[config.mk]
export PLATFORM = sky130hd
export DESIGN_NAME = panic_code_led_blinker
export DESIGN_NICKNAME = d
export VERILOG_FILES = /design/src/sv/plb_pkg.sv /design/src/sv/panic_code_led_blinker.sv
export SDC_FILE = /design/constraint.sdc
export NUM_CORES = 1
export LEC_CHECK = 0
export BUFFER_PORTS_ARGS = -buffer_cell sky130_fd_sc_hd__buf_2
export CORE_MARGIN = 2
export CORE_UTILIZATION = 30
export DETAILED_ROUTE_END_ITERATION = 12
export MAX_ROUTING_LAYER = met4
export PLACE_DENSITY = 0.56
export SYNTH_ARGS = -nofsm -noshare
export SYNTH_HDL_FRONTEND = slang
export SYNTH_SLANG_ARGS = --single-unit
[constraint.sdc]
create_clock -name i_clk -period 12.1 [get_ports i_clk]
set_input_delay 1.21 -clock i_clk [delete_from_list [all_inputs] [get_ports i_clk]]
set_output_delay 1.21 -clock i_clk [all_outputs]
set_load 0.05 [all_outputs]
[src/sv/plb_pkg.sv]
// Package for the panic code LED blinker.
// Holds the sequencer phase type, the fixed blink timings and the register indexes.
// No dependencies.
package plb_pkg;

    localparam int unsigned CodeW     = 32;
    localparam int unsigned UnitsW    = 5;
    localparam int unsigned BlinksW   = 5;
    localparam int unsigned TickW     = 16;
    localparam int unsigned RepeatW   = 2;
    localparam int unsigned CodeIdxW  = 2;
    localparam int unsigned CfgIndexW = 2;
    localparam int unsigned CfgDataW  = 16;

    localparam logic [UnitsW-1:0]    ShortUnits = 5'd6;
    localparam logic [UnitsW-1:0]    GapUnits   = 5'd12;
    localparam logic [UnitsW-1:0]    PauseUnits = 5'd30;
    localparam logic [CodeIdxW-1:0]  NumCodes   = 2'd3;
    localparam logic [TickW-1:0]     TicksReset = 16'd1000;

    localparam logic [CfgIndexW-1:0] CfgTicksPerUnit = 2'd0;
    localparam logic [CfgIndexW-1:0] CfgLedActiveLow = 2'd1;

    localparam logic KindTick  = 1'b0;
    localparam logic KindStart = 1'b1;

    typedef enum logic [7:0] {
        PH_IDLE      = 8'b0000_0001,
        PH_LONG_ON   = 8'b0000_0010,
        PH_LONG_OFF  = 8'b0000_0100,
        PH_SHORT_ON  = 8'b0000_1000,
        PH_SHORT_OFF = 8'b0001_0000,
        PH_GAP       = 8'b0010_0000,
        PH_PAUSE     = 8'b0100_0000,
        PH_DONE      = 8'b1000_0000
    } t_phase;

endpackage

[src/sv/panic_code_led_blinker.sv]
// Top level of the panic code LED blinker: sequencer state, code latches and result register.
// Depends on plb_pkg.
//
// A start beat in the idle phase latches three 32-bit codes and starts the blink sequence; each
// tick beat while running advances the tick counter, which steps the unit counter down once per
// ticks-per-unit ticks. Each input beat yields one result beat, taken from the state after that
// beat. The next state is worked out combinationally from the state registers, the result sits in
// an output register, and input beats are accepted every cycle unless a waiting result is stalled.
module panic_code_led_blinker #(
    parameter int unsigned REPEAT_COUNT = 3,
    parameter int unsigned LONG_UNITS   = 30
) (
    input  logic                              i_clk,
    input  logic                              i_rst_n,
    input  logic                              i_cfg_we,
    input  logic [plb_pkg::CfgIndexW-1:0]     i_cfg_index,
    input  logic [plb_pkg::CfgDataW-1:0]      i_cfg_data,
    input  logic                              i_in_valid,
    output logic                              o_in_stall,
    input  logic                              i_kind,
    input  logic [plb_pkg::CodeW-1:0]         i_panic_type,
    input  logic [plb_pkg::CodeW-1:0]         i_reason,
    input  logic [plb_pkg::CodeW-1:0]         i_address,
    output logic                              o_out_valid,
    input  logic                              i_out_stall,
    output logic                              o_led_pin,
    output logic                              o_led_lit,
    output logic                              o_busy_res,
    output logic                              o_reset_request
);
    import plb_pkg::*;

    localparam logic [UnitsW-1:0]  LongUnits   = UnitsW'(LONG_UNITS);
    localparam logic [RepeatW-1:0] RepeatCount = RepeatW'(REPEAT_COUNT);

    logic [TickW-1:0]    r_ticks_per_unit;
    logic                r_led_active_low;

    t_phase              r_phase, n_phase;
    logic [RepeatW-1:0]  r_repeats_left, n_repeats_left;
    logic [CodeIdxW-1:0] r_code_index, n_code_index;
    logic [CodeW-1:0]    r_codes [NumCodes];
    logic [CodeW-1:0]    r_shifting_code, n_shifting_code;
    logic [BlinksW-1:0]  r_blinks_left, n_blinks_left;
    logic [UnitsW-1:0]   r_units_left, n_units_left;
    logic [TickW-1:0]    r_tick_count, n_tick_count;
    logic                r_reset_pending, n_reset_pending;

    logic                r_out_valid;
    logic                r_led_pin, r_led_lit, r_busy_res, r_reset_request;

    logic                in_accept;
    logic                latch_codes;
    logic                busy;
    logic                n_busy;
    logic                n_lit;
    logic [TickW-1:0]    tpu;
    logic [TickW-1:0]    tick_inc;
    logic [UnitsW-1:0]   units_dec;
    logic [BlinksW-1:0]  blinks_dec;
    logic [CodeIdxW-1:0] idx_inc;
    logic [RepeatW-1:0]  rep_dec;
    logic [CodeW-1:0]    sel_code;

    assign o_in_stall = r_out_valid && i_out_stall;
    assign in_accept  = i_in_valid && !o_in_stall;
    assign busy       = (r_phase != PH_IDLE) && (r_phase != PH_DONE);
    assign tpu        = (r_ticks_per_unit == '0) ? TickW'(1) : r_ticks_per_unit;
    assign tick_inc   = r_tick_count + TickW'(1);
    assign units_dec  = (r_units_left != '0) ? r_units_left - UnitsW'(1) : '0;

    always_comb begin
        n_phase         = r_phase;
        n_repeats_left  = r_repeats_left;
        n_code_index    = r_code_index;
        n_shifting_code = r_shifting_code;
        n_blinks_left   = r_blinks_left;
        n_units_left    = r_units_left;
        n_tick_count    = r_tick_count;
        n_reset_pending = r_reset_pending;
        latch_codes     = 1'b0;
        blinks_dec      = '0;
        idx_inc         = '0;
        rep_dec         = '0;
        sel_code        = '0;

        if (i_kind == KindStart) begin
            if (r_phase == PH_IDLE) begin
                latch_codes    = 1'b1;
                n_repeats_left = RepeatCount;
                n_code_index   = '0;
                n_phase        = PH_LONG_ON;
                n_units_left   = LongUnits;
                n_tick_count   = '0;
            end
        end else if (busy) begin
            n_tick_count = tick_inc;
            if (tick_inc >= tpu) begin
                n_tick_count = '0;
                n_units_left = units_dec;
                if (units_dec == '0) begin
                    case (r_phase)
                        PH_LONG_ON: begin
                            n_phase      = PH_LONG_OFF;
                            n_units_left = LongUnits;
                        end
                        PH_LONG_OFF: begin
                            n_code_index    = '0;
                            n_shifting_code = r_codes[0];
                            n_blinks_left   = BlinksW'(r_codes[0][3:0]) + BlinksW'(1);
                            n_phase         = PH_SHORT_ON;
                            n_units_left    = ShortUnits;
                        end
                        PH_SHORT_ON: begin
                            n_phase      = PH_SHORT_OFF;
                            n_units_left = ShortUnits;
                        end
                        PH_SHORT_OFF: begin
                            blinks_dec    = (r_blinks_left != '0) ?
                                            r_blinks_left - BlinksW'(1) : '0;
                            n_blinks_left = blinks_dec;
                            if (blinks_dec != '0) begin
                                n_phase      = PH_SHORT_ON;
                                n_units_left = ShortUnits;
                            end else begin
                                n_shifting_code = r_shifting_code >> 4;
                                n_phase         = PH_GAP;
                                n_units_left    = GapUnits;
                            end
                        end
                        PH_GAP: begin
                            if (r_shifting_code != '0) begin
                                n_blinks_left = BlinksW'(r_shifting_code[3:0]) + BlinksW'(1);
                                n_phase       = PH_SHORT_ON;
                                n_units_left  = ShortUnits;
                            end else begin
                                n_phase      = PH_PAUSE;
                                n_units_left = PauseUnits;
                            end
                        end
                        PH_PAUSE: begin
                            idx_inc      = r_code_index + CodeIdxW'(1);
                            n_code_index = idx_inc;
                            if (idx_inc < NumCodes) begin
                                sel_code        = r_codes[idx_inc];
                                n_shifting_code = sel_code;
                                n_blinks_left   = BlinksW'(sel_code[3:0]) + BlinksW'(1);
                                n_phase         = PH_SHORT_ON;
                                n_units_left    = ShortUnits;
                            end else begin
                                rep_dec        = (r_repeats_left != '0) ?
                                                 r_repeats_left - RepeatW'(1) : '0;
                                n_repeats_left = rep_dec;
                                if (rep_dec != '0) begin
                                    n_phase      = PH_LONG_ON;
                                    n_units_left = LongUnits;
                                end else begin
                                    n_phase         = PH_DONE;
                                    n_units_left    = '0;
                                    n_reset_pending = 1'b1;
                                end
                            end
                        end
                        default: begin
                        end
                    endcase
                end
            end
        end

        n_lit  = (n_phase == PH_LONG_ON) || (n_phase == PH_SHORT_ON);
        n_busy = (n_phase != PH_IDLE) && (n_phase != PH_DONE);
    end

    always_ff @(posedge i_clk) begin
        if (!i_rst_n) begin
            r_ticks_per_unit <= TicksReset;
            r_led_active_low <= 1'b0;
        end else if (i_cfg_we) begin
            case (i_cfg_index)
                CfgTicksPerUnit: r_ticks_per_unit <= i_cfg_data;
                CfgLedActiveLow: r_led_active_low <= i_cfg_data[0];
                default: begin
                end
            endcase
        end
    end

    always_ff @(posedge i_clk) begin
        if (!i_rst_n) begin
            r_phase         <= PH_IDLE;
            r_repeats_left  <= '0;
            r_code_index    <= '0;
            r_shifting_code <= '0;
            r_blinks_left   <= '0;
            r_units_left    <= '0;
            r_tick_count    <= '0;
            r_reset_pending <= 1'b0;
            r_codes[0]      <= '0;
            r_codes[1]      <= '0;
            r_codes[2]      <= '0;
        end else if (in_accept) begin
            r_phase         <= n_phase;
            r_repeats_left  <= n_repeats_left;
            r_code_index    <= n_code_index;
            r_shifting_code <= n_shifting_code;
            r_blinks_left   <= n_blinks_left;
            r_units_left    <= n_units_left;
            r_tick_count    <= n_tick_count;
            r_reset_pending <= n_reset_pending;
            if (latch_codes) begin
                r_codes[0] <= i_panic_type;
                r_codes[1] <= i_reason;
                r_codes[2] <= i_address;
            end
        end
    end

    always_ff @(posedge i_clk) begin
        if (!i_rst_n) begin
            r_out_valid <= 1'b0;
        end else if (in_accept) begin
            r_out_valid <= 1'b1;
        end else if (!i_out_stall) begin
            r_out_valid <= 1'b0;
        end
    end

    always_ff @(posedge i_clk) begin
        if (in_accept) begin
            r_led_lit       <= n_lit;
            r_led_pin       <= n_lit ^ r_led_active_low;
            r_busy_res      <= n_busy;
            r_reset_request <= n_reset_pending;
        end
    end

    assign o_out_valid     = r_out_valid;
    assign o_led_pin       = r_led_pin;
    assign o_led_lit       = r_led_lit;
    assign o_busy_res      = r_busy_res;
    assign o_reset_request = r_reset_request;

    // The unit counter is reloaded whenever it would expire in a running phase.
    a_units_live: assert property (@(posedge i_clk) disable iff (!i_rst_n)
        busy |-> (r_units_left != '0))
        else $error("unit counter empty while the sequence runs");

    a_blinks_live: assert property (@(posedge i_clk) disable iff (!i_rst_n)
        ((r_phase == PH_SHORT_ON) || (r_phase == PH_SHORT_OFF)) |-> (r_blinks_left != '0))
        else $error("short blink phase with no blinks left");

    a_reset_held: assert property (@(posedge i_clk) disable iff (!i_rst_n)
        r_reset_pending |=> (r_reset_pending && (r_phase == PH_DONE)))
        else $error("reset request dropped or sequence restarted");

    a_lit_busy: assert property (@(posedge i_clk) disable iff (!i_rst_n)
        (r_out_valid && r_led_lit) |-> r_busy_res)
        else $error("LED lit in a result while the sequence is not running");

endmodule
==> flow_results.xml <==
<?xml version="1.0" encoding="UTF-8"?>
<metrics>
  <group name="routing">
    <metric name="drt_iter0_drc" unit="">433</metric>
    <metric name="first_pass_iters" unit="">5</metric>
    <metric name="wl" unit="um">23100</metric>
    <metric name="route.vias.total" unit="">7426</metric>
    <metric name="routed_wire_length_per_instance" unit="um">15.5</metric>
    <metric name="detail_route.vias_per_cell" unit="">4.98</metric>
    <metric name="ant_nets" unit="">0</metric>
    <metric name="drc" unit="">0</metric>
  </group>
  <group name="logic_synthesis">
    <metric name="yosys.area.top_type_share" unit="%">31.0</metric>
    <metric name="synthesis.instances" unit="">989</metric>
    <metric name="synth_top_cells_by_count" unit="">sky130_fd_sc_hd__nor2_1, sky130_fd_sc_hd__edfxtp_1, sky130_fd_sc_hd__and2_1, sky130_fd_sc_hd__dfxtp_1, sky130_fd_sc_hd__nand2_1</metric>
    <metric name="largest_family_of_logic_cells_by_synthesized_area" unit="">simple AND/OR/NAND/NOR gates</metric>
    <metric name="post_synth_num_cell_types" unit="">63</metric>
    <metric name="postSynth.asyncResetShare" unit="%">0</metric>
    <metric name="synth.avg_cell_area" unit="um^2">9.78</metric>
    <metric name="yosys.area_share.simple" unit="%">20.8</metric>
    <metric name="synthMuxAreaShare" unit="%">4.47</metric>
    <metric name="yosysWarningCount" unit="">0</metric>
    <metric name="post_synthesis_compound_gate_area_fraction" unit="%">15.4</metric>
    <metric name="syn-cell-area" unit="um^2">9680</metric>
    <metric name="synth.most_common_cell" unit="">sky130_fd_sc_hd__nor2_1</metric>
    <metric name="synthFlopType" unit="">sky130_fd_sc_hd__edfxtp_1</metric>
    <metric name="yosys-top-cells-area" unit="">sky130_fd_sc_hd__edfxtp_1, sky130_fd_sc_hd__dfxtp_1, sky130_fd_sc_hd__and2_1</metric>
    <metric name="postSynthRegisterBits" unit="">189</metric>
    <metric name="synth_xor_area_share" unit="%">3.35</metric>
    <metric name="synthesis.nets" unit="">1130</metric>
    <metric name="synth_enable_flop_cells" unit="">100</metric>
    <metric name="synth.yosys.seq_area_share" unit="%">49.5</metric>
    <metric name="adder_cell_area_share_of_the_yosys_netlist" unit="%">2.72</metric>
    <metric name="synthDominantAreaCellType" unit="">sky130_fd_sc_hd__edfxtp_1</metric>
  </group>
  <group name="clock_tree">
    <metric name="cts.reportedPaths.clkPinSlew" unit="ns">0.07</metric>
    <metric name="cts.hold.buffers_added" unit="">0</metric>
    <metric name="clk_latency" unit="ns">0.44</metric>
    <metric name="clockRootBuffer" unit="">sky130_fd_sc_hd__clkbuf_16</metric>
    <metric name="clock_sink_count" unit="">189</metric>
    <metric name="post_cts.resized_instances" unit="">0</metric>
    <metric name="cts.htree.levels" unit="">4</metric>
    <metric name="cts_buffers" unit="">17</metric>
    <metric name="tritoncts" unit="">yes</metric>
    <metric name="max-clock-path-buffers" unit="">2</metric>
    <metric name="postCtsSetupBuffers" unit="">0</metric>
  </group>
  <group name="power">
    <metric name="vdd_ir_drop_max" unit="mV">0.0664</metric>
    <metric name="power_density" unit="nW/um^2">125</metric>
    <metric name="leakage" unit="uW">0.00421</metric>
    <metric name="power.share.clock" unit="%">41.0</metric>
    <metric name="power.share.combinational" unit="%">7.8</metric>
    <metric name="p_switching" unit="uW">358</metric>
    <metric name="pwr-share-seq" unit="%">51.2</metric>
    <metric name="sw_share" unit="%">25.5</metric>
    <metric name="cell_internal_pwr" unit="uW">1050</metric>
  </group>
  <group name="global_route">
    <metric name="use_met2" unit="%">23.3</metric>
    <metric name="antenna_found_initial" unit="">0</metric>
    <metric name="first_global_vias" unit="">7415</metric>
    <metric name="global_route.overflow_total" unit="">0</metric>
    <metric name="globalRoute.busiestLayer" unit="">met2</metric>
    <metric name="grtUsageTotal" unit="%">14.7</metric>
    <metric name="groute.layer.met1.usage" unit="%">19.5</metric>
    <metric name="grt_start_max_net_pins" unit="">97</metric>
    <metric name="use_met3" unit="%">2.34</metric>
    <metric name="global_route_wire_length_before_repair" unit="um">38600</metric>
  </group>
  <group name="worst_setup_path">
    <metric name="worst-path-buf-inv" unit="">0</metric>
    <metric name="worst-setup-path-type" unit="">reg -&gt; reg</metric>
    <metric name="worstSetupStartpointType" unit="">flip-flop</metric>
    <metric name="critPathTopFamily" unit="">simple AND/OR/NAND/NOR gates</metric>
    <metric name="slowest_delay" unit="ns">0.59</metric>
    <metric name="path_cells" unit="">ha_1 -&gt; nand3_1 -&gt; nor4_1 -&gt; nand3_1 -&gt; or2_2 -&gt; xnor2_1 -&gt; ha_1 -&gt; nand4_1 -&gt; nor3_1 -&gt; o21ai_0 -&gt; o21ai_1 -&gt; nand3_1 -&gt; a2111oi_4 -&gt; xor2_1</metric>
    <metric name="worst_ep_arrival_time" unit="ns">4.62</metric>
    <metric name="crit_path_top_delay_cell" unit="">sky130_fd_sc_hd__o21ai_1</metric>
    <metric name="crit_fanout" unit="">8</metric>
    <metric name="end_kind" unit="">flip-flop</metric>
    <metric name="cp_data_required_time" unit="ns">12.28</metric>
    <metric name="path_common_cell" unit="">sky130_fd_sc_hd__nand3_1</metric>
  </group>
  <group name="floorplanning">
    <metric name="die_width" unit="um">184</metric>
    <metric name="design.core.area" unit="um^2">31600</metric>
    <metric name="ioPinCount" unit="">126</metric>
    <metric name="die_height" unit="um">184</metric>
    <metric name="placement_rows" unit="">65</metric>
    <metric name="die-area" unit="um^2">33700</metric>
    <metric name="initial_core_util" unit="%">30.6</metric>
  </group>
  <group name="outcome">
    <metric name="outcome" unit="">complete, no violations</metric>
  </group>
  <group name="place">
    <metric name="gp_congestion" unit="">0.875</metric>
    <metric name="preCtsSetupSlack" unit="ns">7.65</metric>
    <metric name="dp_hpwl" unit="um">16100</metric>
    <metric name="port-buffer-count" unit="">125</metric>
  </group>
  <group name="timing">
    <metric name="clock.fmax" unit="MHz">225</metric>
    <metric name="setup_tns" unit="ns">0</metric>
    <metric name="hold_viol_final" unit="">0</metric>
    <metric name="layout_worst_path_cycle_share" unit="%">36.7</metric>
    <metric name="final-max-slew-violation-count" unit="">0</metric>
    <metric name="tightestPinTransition" unit="ns">1.21</metric>
    <metric name="layout_setup_ws" unit="ns">7.65</metric>
    <metric name="final.setup_skew" unit="ns">0.0184</metric>
    <metric name="layout_min_cycle_time" unit="ns">4.45</metric>
    <metric name="rsz0062_at_grt" unit="">no</metric>
    <metric name="finalSetupViolations" unit="">0</metric>
    <metric name="relSlewSlack" unit="%">18.9</metric>
  </group>
  <group name="cells_and_area">
    <metric name="area_growth_syn_to_layout" unit="%">16.3</metric>
    <metric name="fillCellCount" unit="">3181</metric>
    <metric name="multiInputGateArea" unit="um^2">4550</metric>
    <metric name="layout-drive-gt1-share" unit="%">17.6</metric>
    <metric name="final-seq-area" unit="um^2">4790</metric>
    <metric name="antenna-diode-count" unit="">0</metric>
    <metric name="fin_nets" unit="">1218</metric>
  </group>
  <group name="min_path">
    <metric name="hold_path_class" unit="">reg -&gt; reg</metric>
  </group>
  <group name="flow_run">
    <metric name="maxCapViolCount" unit="">0</metric>
  </group>
</metrics>
[cell type report]
cell class / instances / share of cell area [%]
Clock buffer: 17 / 3.78
Clock inverter: 15 / 1.55
Timing Repair Buffer: 135 / 6.23
Tap cell: 402 / 4.47
Inverter: 29 / 0.968
Sequential cell: 189 / 42.5
Multi-Input combinational cell: 705 / 40.5
[stage by stage]
step	instance area (um^2)	hold WS [ns]	power (uW)	utilization, %	instances
finish	11200	0.461	1400	35.6	1492
global route	11200	0.490	1460	35.6	1492
CTS	11200	0.467	1420	35.6	1492
detailed placement	10600	0.450	845	33.7	1460
global placement	10600	0.446	844	33.7	1460
floorplan	9680	0.432	807	-	989
[state kept, by name, indices dropped and copies added (netlist names)]
name,cells
r_codes,96
r_shifting_code,32
r_tick_count,16
r_ticks_per_unit,16
r_phase,8
r_blinks_left,5
r_units_left,5
r_code_index,2
r_repeats_left,2
o_busy_res,1
o_led_lit,1
o_led_pin,1
o_out_valid,1
o_reset_request,1
r_led_active_low,1
r_reset_pending,1
[cells by family after synthesis]
kind of cell	Yosys count
AO/OA/AOI/OAI	209
XOR/XNOR	37
AND/OR/NAND/NOR	395
flip-flops	189
adder cells (fa/ha/maj)	21
buffers and inverters	95
multiplexers	43
[power by group through the flow]
stage	Clock, uW	Combinational (uW)	Sequential, uW
CTS	586	111	720
global placement	0	110	734
finish	576	109	719
floorplan	0	67.9	739
global route	611	123	723
detailed placement	0	111	735
[path summary, 6_finish.rpt]
check / startpoint / to / slack [ns] / depth (start not counted)
setup reg to reg: r_tick_count[0] / o_led_pin / 7.65 / 14
hold / removal: r_reset_pending / r_reset_pending / 0.46 / 1
setup / recovery: r_tick_count[0] / o_led_pin / 7.65 / 14
hold reg to reg: r_reset_pending / r_reset_pending / 0.46 / 1
[metal layers]
metal | share of wire, % | wire length, um | up-vias
met1 | 48 | 11200 | 3455
met3 | 4.0 | 922 | 21
met2 | 46 | 10700 | 174
li1 | - | - | 3776
met4 | 1.2 | 280 | 0
met5 | 0 | 0 | -
[layout by cell type, fill, tap and decap left out, drive strengths merged, types with 9 or more instances in the layout]
master,netlist,routed
nand3,23,23
a221oi,28,28
buf,12,135
xnor2,19,19
a211oi,60,60
nor4,15,15
clkbuf,54,17
inv,29,37
xor2,18,18
a21oi,33,33
and2,99,99
mux2i,41,41
ha,21,21
dfxtp,89,89
or3,9,9
edfxtp,100,100
nor2,116,116
o21ai,37,37
nand2,76,76
nor3,20,20
Power figures use the tool's default switching activity.
